--- config.mk ---
export PLATFORM = sky130hd
export DESIGN_NAME = frame_pool_replacement_top
export DESIGN_NICKNAME = d
export VERILOG_FILES = /design/src/rtl/fpr_pkg.sv /design/src/rtl/fpr_cell.sv /design/src/rtl/frame_pool_replacement_top.sv
export SDC_FILE = /design/constraint.sdc
export NUM_CORES = 1
export LEC_CHECK = 0
export BUFFER_PORTS_ARGS = -buffer_cell sky130_fd_sc_hd__buf_2
export CORE_MARGIN = 2
export CORE_UTILIZATION = 48
export DETAILED_ROUTE_END_ITERATION = 16
export PLACE_DENSITY = 0.63
export SYNTH_ARGS = -nofsm -noshare
export SYNTH_HDL_FRONTEND = slang
export SYNTH_SLANG_ARGS = --single-unit
--- constraint.sdc ---
create_clock -name clock -period 4.6 [get_ports clock]
set_clock_uncertainty 0.15 [all_clocks]
set_input_delay 1.15 -clock clock [delete_from_list [all_inputs] [get_ports clock]]
set_output_delay 1.15 -clock clock [all_outputs]
set_load 0.005 [all_outputs]
--- src/rtl/fpr_pkg.sv ---
// Frame pool replacement: shared types and default sizes.
// Used by fpr_cell and frame_pool_replacement_top; depends on nothing.

package fpr_pkg;

   // Default sizes handed to the top-level parameters
   localparam int POOL_FRAMES_DEF   = 16;
   localparam int MAX_PROCESSES_DEF = 8;
   localparam int PAGE_BITS_DEF     = 20;

   // Fixed port widths
   localparam int PID_W       = 4;
   localparam int PORT_PAGE_W = 20;
   localparam int PORT_IDX_W  = 4;

   // Width wide enough to compare a process number against MAX_PROCESSES
   localparam int PID_CMP_W   = 7;

   typedef enum logic {
      CMD_FAULT   = 1'b0,
      CMD_RELEASE = 1'b1
   } cmd_type;

   // Control part of the token that walks down the cell row
   typedef struct packed {
      logic    active;    // token present in this stage
      cmd_type cmd;       // fault or release
      logic    pending;   // fault still looking for its frame
      logic    all_used;  // pool was full at launch: pick the round-robin victim
   } token_ctrl_type;

endpackage

--- src/rtl/fpr_cell.sv ---
// One frame of the pool: used bit, owner and page, plus one token stage.
// Depends on fpr_pkg; instantiated in a row by frame_pool_replacement_top.

module fpr_cell #(
   parameter int CELL_INDEX = 0,
   parameter int IDX_W      = 4,
   parameter int PAGE_W     = 20
) (
   input  logic                   clock,
   input  logic                   reset,
   // token from the previous cell
   input  fpr_pkg::token_ctrl_type tok_ctrl_i,
   input  logic [fpr_pkg::PID_W-1:0] tok_pid_i,
   input  logic [PAGE_W-1:0]      tok_page_i,
   input  logic [IDX_W-1:0]       tok_victim_i,
   input  logic [IDX_W-1:0]       tok_frame_i,
   input  logic                   tok_evicted_i,
   input  logic [fpr_pkg::PID_W-1:0] tok_ev_pid_i,
   input  logic [PAGE_W-1:0]      tok_ev_page_i,
   // token to the next cell
   output fpr_pkg::token_ctrl_type tok_ctrl_o,
   output logic [fpr_pkg::PID_W-1:0] tok_pid_o,
   output logic [PAGE_W-1:0]      tok_page_o,
   output logic [IDX_W-1:0]       tok_victim_o,
   output logic [IDX_W-1:0]       tok_frame_o,
   output logic                   tok_evicted_o,
   output logic [fpr_pkg::PID_W-1:0] tok_ev_pid_o,
   output logic [PAGE_W-1:0]      tok_ev_page_o,
   // occupancy of this frame
   output logic                   used_o
);

   localparam logic [IDX_W-1:0] MyIndex = IDX_W'(CELL_INDEX);

   logic                          used_ff, used_in;
   logic [fpr_pkg::PID_W-1:0]     owner_ff, owner_in;
   logic [PAGE_W-1:0]             page_ff, page_in;

   fpr_pkg::token_ctrl_type       ctrl_ff, ctrl_in;
   logic [fpr_pkg::PID_W-1:0]     pid_ff, pid_in;
   logic [PAGE_W-1:0]             tpage_ff, tpage_in;
   logic [IDX_W-1:0]              victim_ff, victim_in;
   logic [IDX_W-1:0]              frame_ff, frame_in;
   logic                          evicted_ff, evicted_in;
   logic [fpr_pkg::PID_W-1:0]     ev_pid_ff, ev_pid_in;
   logic [PAGE_W-1:0]             ev_page_ff, ev_page_in;

   logic take;
   logic free_it;

   // Claim this frame: first free one, or the victim when the pool is full
   assign take = tok_ctrl_i.active && (tok_ctrl_i.cmd == fpr_pkg::CMD_FAULT) &&
                 tok_ctrl_i.pending &&
                 (tok_ctrl_i.all_used ? (tok_victim_i == MyIndex) : !used_ff);

   // Drop the frame when its owner is released
   assign free_it = tok_ctrl_i.active && (tok_ctrl_i.cmd == fpr_pkg::CMD_RELEASE) &&
                    used_ff && (owner_ff == tok_pid_i);

   always_comb begin
      used_in    = used_ff;
      owner_in   = owner_ff;
      page_in    = page_ff;
      ctrl_in    = tok_ctrl_i;
      pid_in     = tok_pid_i;
      tpage_in   = tok_page_i;
      victim_in  = tok_victim_i;
      frame_in   = tok_frame_i;
      evicted_in = tok_evicted_i;
      ev_pid_in  = tok_ev_pid_i;
      ev_page_in = tok_ev_page_i;
      if (take) begin
         used_in         = 1'b1;
         owner_in        = tok_pid_i;
         page_in         = tok_page_i;
         ctrl_in.pending = 1'b0;
         frame_in        = MyIndex;
         evicted_in      = used_ff;
         ev_pid_in       = used_ff ? owner_ff : '0;
         ev_page_in      = used_ff ? page_ff : '0;
      end else if (free_it) begin
         used_in = 1'b0;
      end
   end

   // Frame contents; only the used bit needs clearing
   always_ff @(posedge clock) begin
      if (reset) begin
         used_ff <= 1'b0;
      end else begin
         used_ff <= used_in;
      end
      owner_ff <= owner_in;
      page_ff  <= page_in;
   end

   // Token stage towards the next cell
   always_ff @(posedge clock) begin
      if (reset) begin
         ctrl_ff <= '0;
      end else begin
         ctrl_ff <= ctrl_in;
      end
      pid_ff     <= pid_in;
      tpage_ff   <= tpage_in;
      victim_ff  <= victim_in;
      frame_ff   <= frame_in;
      evicted_ff <= evicted_in;
      ev_pid_ff  <= ev_pid_in;
      ev_page_ff <= ev_page_in;
   end

   assign tok_ctrl_o    = ctrl_ff;
   assign tok_pid_o     = pid_ff;
   assign tok_page_o    = tpage_ff;
   assign tok_victim_o  = victim_ff;
   assign tok_frame_o   = frame_ff;
   assign tok_evicted_o = evicted_ff;
   assign tok_ev_pid_o  = ev_pid_ff;
   assign tok_ev_page_o = ev_page_ff;
   assign used_o        = used_ff;

endmodule

--- src/rtl/frame_pool_replacement_top.sv ---
// Frame pool replacement top level: request/response control and the row of frame cells.
// Depends on fpr_pkg and fpr_cell.
//
//   channel | direction | handshake             | payload
//   req_    | in        | req_valid / req_ready | command, process_id, virtual_page
//   rsp_    | out       | rsp_valid / rsp_ready | frame_index, evicted, evicted_process,
//           |           |                       | evicted_page, bad_process
//
// A fault or release walks a token down the row of POOL_FRAMES cells, one cell per
// cycle, and a good request is answered once the token has left the last cell.
// A bad process number is answered in the next cycle without touching the table.
// One transaction is in flight at a time; req_ready also waits for the response slot.
// Synchronous reset frees every frame and sets the round-robin pointer to the last frame.

module frame_pool_replacement_top #(
   parameter int POOL_FRAMES   = fpr_pkg::POOL_FRAMES_DEF,
   parameter int MAX_PROCESSES = fpr_pkg::MAX_PROCESSES_DEF,
   parameter int PAGE_BITS     = fpr_pkg::PAGE_BITS_DEF
) (
   input  logic                             clock,
   input  logic                             reset,
   input  logic                             req_valid,
   output logic                             req_ready,
   input  logic                             req_command,
   input  logic [fpr_pkg::PID_W-1:0]        req_process_id,
   input  logic [fpr_pkg::PORT_PAGE_W-1:0]  req_virtual_page,
   output logic                             rsp_valid,
   input  logic                             rsp_ready,
   output logic [fpr_pkg::PORT_IDX_W-1:0]   rsp_frame_index,
   output logic                             rsp_evicted,
   output logic [fpr_pkg::PID_W-1:0]        rsp_evicted_process,
   output logic [fpr_pkg::PORT_PAGE_W-1:0]  rsp_evicted_page,
   output logic                             rsp_bad_process
);

   localparam int IdxW = (POOL_FRAMES > 1) ? $clog2(POOL_FRAMES) : 1;
   localparam logic [IdxW-1:0] LastFrame = IdxW'(POOL_FRAMES - 1);
   localparam logic [fpr_pkg::PID_CMP_W-1:0] MaxPid = fpr_pkg::PID_CMP_W'(MAX_PROCESSES);

   // Token bus between cells: element i feeds cell i
   fpr_pkg::token_ctrl_type          t_ctrl    [POOL_FRAMES+1];
   logic [fpr_pkg::PID_W-1:0]        t_pid     [POOL_FRAMES+1];
   logic [PAGE_BITS-1:0]             t_page    [POOL_FRAMES+1];
   logic [IdxW-1:0]                  t_victim  [POOL_FRAMES+1];
   logic [IdxW-1:0]                  t_frame   [POOL_FRAMES+1];
   logic                             t_evicted [POOL_FRAMES+1];
   logic [fpr_pkg::PID_W-1:0]        t_ev_pid  [POOL_FRAMES+1];
   logic [PAGE_BITS-1:0]             t_ev_page [POOL_FRAMES+1];
   logic [POOL_FRAMES-1:0]           used_vec;

   logic                             busy_ff, busy_in;
   logic [IdxW-1:0]                  ptr_ff, ptr_in;
   logic                             rsp_valid_ff, rsp_valid_in;
   logic [fpr_pkg::PORT_IDX_W-1:0]   rsp_frame_ff, rsp_frame_in;
   logic                             rsp_evicted_ff, rsp_evicted_in;
   logic [fpr_pkg::PID_W-1:0]        rsp_ev_pid_ff, rsp_ev_pid_in;
   logic [fpr_pkg::PORT_PAGE_W-1:0]  rsp_ev_page_ff, rsp_ev_page_in;
   logic                             rsp_bad_ff, rsp_bad_in;

   logic                             accept;
   logic                             bad_pid;
   logic                             launch;
   logic                             done;
   logic                             all_used;
   logic [IdxW-1:0]                  victim;

   // Take a transaction when out of reset, idle and the response slot is free or emptying
   assign req_ready = !reset && !busy_ff && (!rsp_valid_ff || rsp_ready);
   assign accept    = req_valid && req_ready;
   assign bad_pid   = (req_process_id == '0) ||
                      (fpr_pkg::PID_CMP_W'(req_process_id) > MaxPid);
   assign launch    = accept && !bad_pid;
   assign all_used  = &used_vec;
   assign victim    = (ptr_ff == LastFrame) ? '0 : ptr_ff + 1'b1;
   assign done      = t_ctrl[POOL_FRAMES].active;

   // Inject the token into the first cell
   always_comb begin
      t_ctrl[0].active   = launch;
      t_ctrl[0].cmd      = fpr_pkg::cmd_type'(req_command);
      t_ctrl[0].pending  = 1'b1;
      t_ctrl[0].all_used = all_used;
   end
   assign t_pid[0]     = req_process_id;
   assign t_page[0]    = PAGE_BITS'(req_virtual_page);
   assign t_victim[0]  = victim;
   assign t_frame[0]   = '0;
   assign t_evicted[0] = 1'b0;
   assign t_ev_pid[0]  = '0;
   assign t_ev_page[0] = '0;

   // Row of frame cells
   for (genvar i = 0; i < POOL_FRAMES; i++) begin : g_cell
      fpr_cell #(
         .CELL_INDEX (i),
         .IDX_W      (IdxW),
         .PAGE_W     (PAGE_BITS)
      ) u_cell (
         .clock         (clock),
         .reset         (reset),
         .tok_ctrl_i    (t_ctrl[i]),
         .tok_pid_i     (t_pid[i]),
         .tok_page_i    (t_page[i]),
         .tok_victim_i  (t_victim[i]),
         .tok_frame_i   (t_frame[i]),
         .tok_evicted_i (t_evicted[i]),
         .tok_ev_pid_i  (t_ev_pid[i]),
         .tok_ev_page_i (t_ev_page[i]),
         .tok_ctrl_o    (t_ctrl[i+1]),
         .tok_pid_o     (t_pid[i+1]),
         .tok_page_o    (t_page[i+1]),
         .tok_victim_o  (t_victim[i+1]),
         .tok_frame_o   (t_frame[i+1]),
         .tok_evicted_o (t_evicted[i+1]),
         .tok_ev_pid_o  (t_ev_pid[i+1]),
         .tok_ev_page_o (t_ev_page[i+1]),
         .used_o        (used_vec[i])
      );
   end

   // Control: busy flag, round-robin pointer and response slot
   always_comb begin
      busy_in        = busy_ff;
      ptr_in         = ptr_ff;
      rsp_valid_in   = rsp_valid_ff;
      rsp_frame_in   = rsp_frame_ff;
      rsp_evicted_in = rsp_evicted_ff;
      rsp_ev_pid_in  = rsp_ev_pid_ff;
      rsp_ev_page_in = rsp_ev_page_ff;
      rsp_bad_in     = rsp_bad_ff;

      if (rsp_valid_ff && rsp_ready) begin
         rsp_valid_in = 1'b0;
      end

      if (launch) begin
         busy_in = 1'b1;
      end

      // Answer a bad process number at once
      if (accept && bad_pid) begin
         rsp_valid_in   = 1'b1;
         rsp_frame_in   = '0;
         rsp_evicted_in = 1'b0;
         rsp_ev_pid_in  = '0;
         rsp_ev_page_in = '0;
         rsp_bad_in     = 1'b1;
      end

      // Token has left the last cell: capture its result
      if (done) begin
         busy_in        = 1'b0;
         rsp_valid_in   = 1'b1;
         rsp_frame_in   = fpr_pkg::PORT_IDX_W'(t_frame[POOL_FRAMES]);
         rsp_evicted_in = t_evicted[POOL_FRAMES];
         rsp_ev_pid_in  = t_ev_pid[POOL_FRAMES];
         rsp_ev_page_in = fpr_pkg::PORT_PAGE_W'(t_ev_page[POOL_FRAMES]);
         rsp_bad_in     = 1'b0;
         // Advance the pointer only when a full pool forced a victim
         if ((t_ctrl[POOL_FRAMES].cmd == fpr_pkg::CMD_FAULT) &&
             t_ctrl[POOL_FRAMES].all_used) begin
            ptr_in = t_victim[POOL_FRAMES];
         end
      end
   end

   always_ff @(posedge clock) begin
      if (reset) begin
         busy_ff      <= 1'b0;
         ptr_ff       <= LastFrame;
         rsp_valid_ff <= 1'b0;
      end else begin
         busy_ff      <= busy_in;
         ptr_ff       <= ptr_in;
         rsp_valid_ff <= rsp_valid_in;
      end
      rsp_frame_ff   <= rsp_frame_in;
      rsp_evicted_ff <= rsp_evicted_in;
      rsp_ev_pid_ff  <= rsp_ev_pid_in;
      rsp_ev_page_ff <= rsp_ev_page_in;
      rsp_bad_ff     <= rsp_bad_in;
   end

   assign rsp_valid           = rsp_valid_ff;
   assign rsp_frame_index     = rsp_frame_ff;
   assign rsp_evicted         = rsp_evicted_ff;
   assign rsp_evicted_process = rsp_ev_pid_ff;
   assign rsp_evicted_page    = rsp_ev_page_ff;
   assign rsp_bad_process     = rsp_bad_ff;

endmodule
; ---- After elaboration in Yosys (flattened, before gate mapping)
; Cells that the tools add are included.
[word_totals]
regBits = 1372
output_inout_bits = 32
[classes]
n_addsub = 1
magnitude_cmp = 1
n_eq_ne = 32
muxes = 136
bitwise_logic = 17
reduce_logical = 162
[ops]
columns = cell, count
row1 = $mux 20, 32
row2 = $mux 4, 34
row3 = $logic_and 1x1->1, 102
row4 = $mux 1, 70
row5 = $eq 4x4->1, 16
row6 = $eq 4x4->1 const B, 9
row7 = $reduce_bool 2->1, 17
row8 = $reduce_or 2->1, 15
row9 = $logic_not 1->1, 20
row10 = $not 1->1, 17
row11 = $eq 4x3->1 const B, 4
row12 = $reduce_and 16->1, 1
row13 = $eq 4x2->1 const B, 2
row14 = $logic_not 4->1, 2
row15 = $add 4x1->4 const B, 1
row16 = $eq 4x1->1 const B, 1
row17 = $gt 4x4->1 const B, 1
row18 = $reduce_and 2->1, 2
row19 = $reduce_bool 3->1, 1
row20 = $logic_or 1x1->1, 2

; ---- Depth between registers and ports, before layout
[depth]
word_depth = 10
mapped_depth = 7
mapped_depth_nobuf = 5

; ---- Cells and area by module
; Synthesis repeated with hierarchy kept, for this count alone.
[hier_totals]
hier_cells = 3171
hier_area_um2 = 42442.0
[by_module_without_submodules]
columns = mod, instances, cells_each, area_each_um2
row1 = fpr_cell at g_cell[10].u_cell ..., 6, 191, 2487.4
row2 = fpr_cell at g_cell[11].u_cell ..., 4, 191, 2617.5
row3 = fpr_cell at g_cell[1].u_cell ..., 4, 191, 2585.0
row4 = fpr_cell at g_cell[0].u_cell, 1, 190, 2618.8
row5 = fpr_cell at g_cell[15].u_cell, 1, 191, 2606.2
row6 = frame_pool_replacement_top, 1, 116, 1482.7

; ---- Worst setup path before layout
; Ideal clock, no wire load.
[synth_path]
kind = input to register
from = input reset
to = register g_cell[0].u_cell.owner_ff[0] (netlist bit) (enable)
setup_time_ns = 0.405
arrival_time_ns = 3.354
path_slack_ns = 0.691
path_stages = 5
path_cell_list = or4b_4 -> or3_1 -> buf_6 -> buf_6 -> nor2_1
[synth_between]
elab_chain_len = 7
[synth_rtl]
columns = item, line
row1 = start: declaration, frame_pool_replacement_top.sv:21  ; input logic reset,
row2 = $logic_not 1->1, frame_pool_replacement_top.sv:68  ; assign req_ready = !reset && !busy_ff && (!rsp_valid_ff || rsp_ready);
row3 = $logic_and 1x1->1 (2 in a row), frame_pool_replacement_top.sv:68
row4 = $logic_and 1x1->1, frame_pool_replacement_top.sv:69  ; assign accept = req_valid && req_ready;
row5 = $logic_and 1x1->1, frame_pool_replacement_top.sv:72  ; assign launch = accept && !bad_pid;
row6 = $logic_and 1x1->1, fpr_cell.sv:52  ; assign take = tok_ctrl_i.active && (tok_ctrl_i.cmd == fpr_pkg::CMD_FAULT) &&
row7 = $logic_and 1x1->1, fpr_cell.sv:53  ; tok_ctrl_i.pending &&
row8 = net g_cell[0].u_cell.take, fpr_cell.sv:48  ; logic take;
row9 = end signal: assignment, fpr_cell.sv:93  ; owner_ff <= owner_in;
row10 = end: declaration, fpr_cell.sv:36  ; logic [fpr_pkg::PID_W-1:0] owner_ff, owner_in;
; The timed path passes the listed nets, and every way through them passes these cells.
; A chain may end at the register's enable or synchronous reset.

; ---- Worst setup path after layout
[layout_path]
from = input reset
to = output req_ready
[layout_between]
elab_chain_len = 3
[layout_rtl]
columns = item, line
row1 = $logic_not 1->1, frame_pool_replacement_top.sv:68
row2 = $logic_and 1x1->1 (2 in a row), frame_pool_replacement_top.sv:68
row3 = end: declaration, frame_pool_replacement_top.sv:23  ; output logic req_ready,
; Every way passes these cells.

==> metrics.txt <==
CTS tree built; async set-reset flop share out of synthesis 0; crit path DAT 1.70 ns; CP Capture Type output pin; sw frac 0.190; first-pass GRT wire length 97.5 mm; global-route usage over all layers 0.137; CP max FO 5; gr ovfl total 0; clock buffer count from CTS 130; type of origin of the critical path primary input; Pint 18,700 uW; Hold Crit Class flip-flop to flip-flop; Post-CTS Hold Fix Bufs 0; unrepaired setup endpoints after global routing false; DP Wirelength 38.4 mm; Chip Height 292 um; drt drc 0; net switching power 4380 uW; final setup vio count 0; Register-to-Register Path Depth 7; highest clock rate 0.334 GHz; Reg power frac 0.552; Die ar. 85,400 um^2; wire per inst 13.3 um; vias per inst 4.56; Initial Util 0.485; CP Class primary input to output pin; initial antenna violation count 1; Min Clock Period, post-route 3.00 ns; post-CTS resize count 0; max_cap viols 0; die width 292 um; root buffer cell clkbuf_16; peak supply drop 331 uV; Fin Setup TNS 0 ns; Least-Margin Pin Slew 1.10 ns; gpl congestion 0.726; Logic pwr share 0.005; WP data required 3.30 ns; Final Hold Vio Count 0; IO buf count 60; Post-CTS Setup Bufs 0; PwrDens 508 nW/um^2; post-synth net total 3,106; R2R Path End g_cell[0].u_cell.page_ff[16]$_DFFE_PP_; flop2flop setup slack 1.89 ns; register area share after synthesis 0.793; number of H-tree levels 4; detailed-route wire length 57.6 mm; worst skew pair latency 0.70 ns; top_reg_cell synth dfxtp_1; Post-Place Cells 4,100; static leakage 0.0163 uW; Critical Path Start reset; normalized max-slew margin 0.266; Reg clk slew, reported paths 0.06 ns; reg2reg start g_cell[8].u_cell.used_o$_SDFFE_PP0P_; vias in the first global route 19.9k; TritonCTS Sinks 1,372; clock network power share 0.443; average size of a mapped cell 13.0 um^2; Yosys Warn Count 0; Final ANT Viol Nets 0; vias 19.8k; Yosys cell types 43; clk buf depth 3; Tcrit/Tclk final 0.652; Post-Layout Cell Count 4,338; status completed; area delta synth->final 14.0%; fin. max-slew vios 0; drt pass-1 iters 5; Ports 61; nets@finish 3,193; number of synthesized flops with an enable pin 413; worst hold slack 0.192 ns; Setup crit end req_ready; number of synthesized register bits 1,372; cell count after synthesis 3,075; cell area after synthesis 39,900 um^2; Site Rows 105; core area 82,100 um^2; largest net degree at the start of global routing 83; Detailed Route Iter0 Violations 1,020; fraction of layout cells with a size suffix above 1 0.0992
-- synth_stat cells, types with 2 or more instances --
library cell    n  area [um^2]
mux2_2         15          169
buf_2          12         60.1
a31oi_1         2         12.5
nor3b_1        14          105
ha_1            2         25.0
o31ai_1        12         90.1
nor2_1         19         71.3
a21oi_1        18         90.1
edfxtp_1      413        12400
nor3_1          9         45.0
nand2b_1       51          319
nor2b_1        42          263
and3b_1        11         96.3
xor2_1         12          105
buf_1           6         22.5
nor4b_1         4         35.0
a211o_1         9         78.8
inv_1          91          342
o21ai_0       361         1810
dfxtp_1       959        19200
o211ai_1       11         82.6
o2111ai_1      11         96.3
buf_6           3         33.8
and2_1         46          288
a22o_1         13          114
or3_1           2         12.5
nand4b_1        4         35.0
nand3b_1        6         45.0
o221ai_1       12          105
nand2_1       722         2710
o41ai_1         4         35.0
nand4_1         6         37.5
clkbuf_1      121          454
xnor2_1        18          158
nor3_2         17          170
nand3_1         5         25.0
nor4bb_1        6         60.1
-- per-stage QoR --
stage	instance area [um^2]	worst slack, ns	total power, uW	utilization
2_1_floorplan	39900	0.691	13000	-
3_3_place_gp	41200	0.935	13100	0.502
3_5_place_dp	41200	0.989	13100	0.502
4_1_cts	45400	1.60	23400	0.553
5_1_grt	45400	1.53	23900	0.553
6_report	45400	1.60	23100	0.553
-- registers in the layout (all words and copies together), names as in the netlist --
name and flops:
busy_ff 1, g_cell.u_cell.owner_ff 64, g_cell.u_cell.page_ff 320, g_cell.u_cell.tok_ctrl_o 63
g_cell.u_cell.tok_ev_page_o 320, g_cell.u_cell.tok_ev_pid_o 64, g_cell.u_cell.tok_evicted_o 16, g_cell.u_cell.tok_frame_o 49
g_cell.u_cell.tok_page_o 300, g_cell.u_cell.tok_pid_o 60, g_cell.u_cell.tok_victim_o 64, g_cell.u_cell.used_o 16
ptr_ff 4, rsp_bad_process 1, rsp_evicted 1, rsp_evicted_page 20
rsp_evicted_process 4, rsp_frame_index 4, rsp_valid 1
-- worst min-delay path by stage --
stage	cells past startpoint	slack [ns]	endpoint	startpoint
CTS	0	0.19	g_cell[10].u_cell.tok_victim_o[3]$_DFF_P_	g_cell[9].u_cell.tok_victim_o[3]$_DFF_P_
global placement	0	0.18	g_cell[2].u_cell.tok_victim_o[1]$_DFF_P_	g_cell[1].u_cell.tok_victim_o[1]$_DFF_P_
floorplan	0	0.17	g_cell[11].u_cell.tok_victim_o[2]$_DFF_P_	g_cell[10].u_cell.tok_victim_o[2]$_DFF_P_
detailed placement	0	0.18	g_cell[13].u_cell.tok_victim_o[1]$_DFF_P_	g_cell[12].u_cell.tok_victim_o[1]$_DFF_P_
global route	0	0.19	g_cell[13].u_cell.tok_page_o[10]$_DFF_P_	g_cell[12].u_cell.tok_page_o[10]$_DFF_P_
finish	0	0.19	g_cell[2].u_cell.tok_page_o[19]$_DFF_P_	g_cell[1].u_cell.tok_page_o[19]$_DFF_P_
-- area by class of cell --
cell class	count	area (um^2)
fill	6568	36700
sequential	1372	31600
multi-input combinational	1470	7350
clock buffer	200	3890
tap	1070	1340
timing repair buffer	97	581
clock inverter	37	345
inverter	91	342
antenna	1	2.50
-- worst max-delay path, stage by stage --
cell	delay [ns]
buf_4	0.13
nor3_1	0.25
buf_2	0.17
-- metal layers --
metal / vias to the layer above / track usage / wire length [um]
li1: 10400 / - / -
met1: 8947 / 0.167 / 26200
met2: 273 / 0.240 / 28100
met3: 126 / 0.0272 / 1890
met4: 0 / 0.0554 / 1470
met5: - / 0 / 0
-- power by group through the flow --
stage               Sequential (uW)  Combinational, uW  Clock [uW]
floorplan                     13000               71.6           0
global placement              13000                118           0
detailed placement            13000                120           0
CTS                           12800                121       10500
global route                  12800                133       11000
finish                        12800                118       10200
-- logic make-up after synthesis --
logic type,share of synthesized area
flops,0.793
simple gates,0.109
compound gates,0.0636
buf+inv,0.0229
xor+xnor,0.00659
mux,0.00424
fa+ha+maj,0.000628
-- placed cells by master, fill, tap and decap left out, drive strengths merged, types with 6 or more instances in the layout --
cell     Yosys  layout
dfxtp      959     959
nand2      722     722
nand3b       6       6
and2        46      46
xnor2       18      18
clkinv       0      30
nor3        26      26
buf         21      97
mux2        15      15
a22o        13      13
o21ai      361     361
o221ai      12      12
nand4        6       6
and3b       11      11
o211ai      11      11
nor3b       14      14
inv         91      95
clkbuf     121     200
nand2b      51      51
o31ai       12      12
edfxtp     413     413
xor2        12      12
nor2b       43      43
o2111ai     11      11
nor2        19      19
a211o        9       9
a21oi       18      18
nor4bb       6       6
Power figures use the tool's default switching activity.
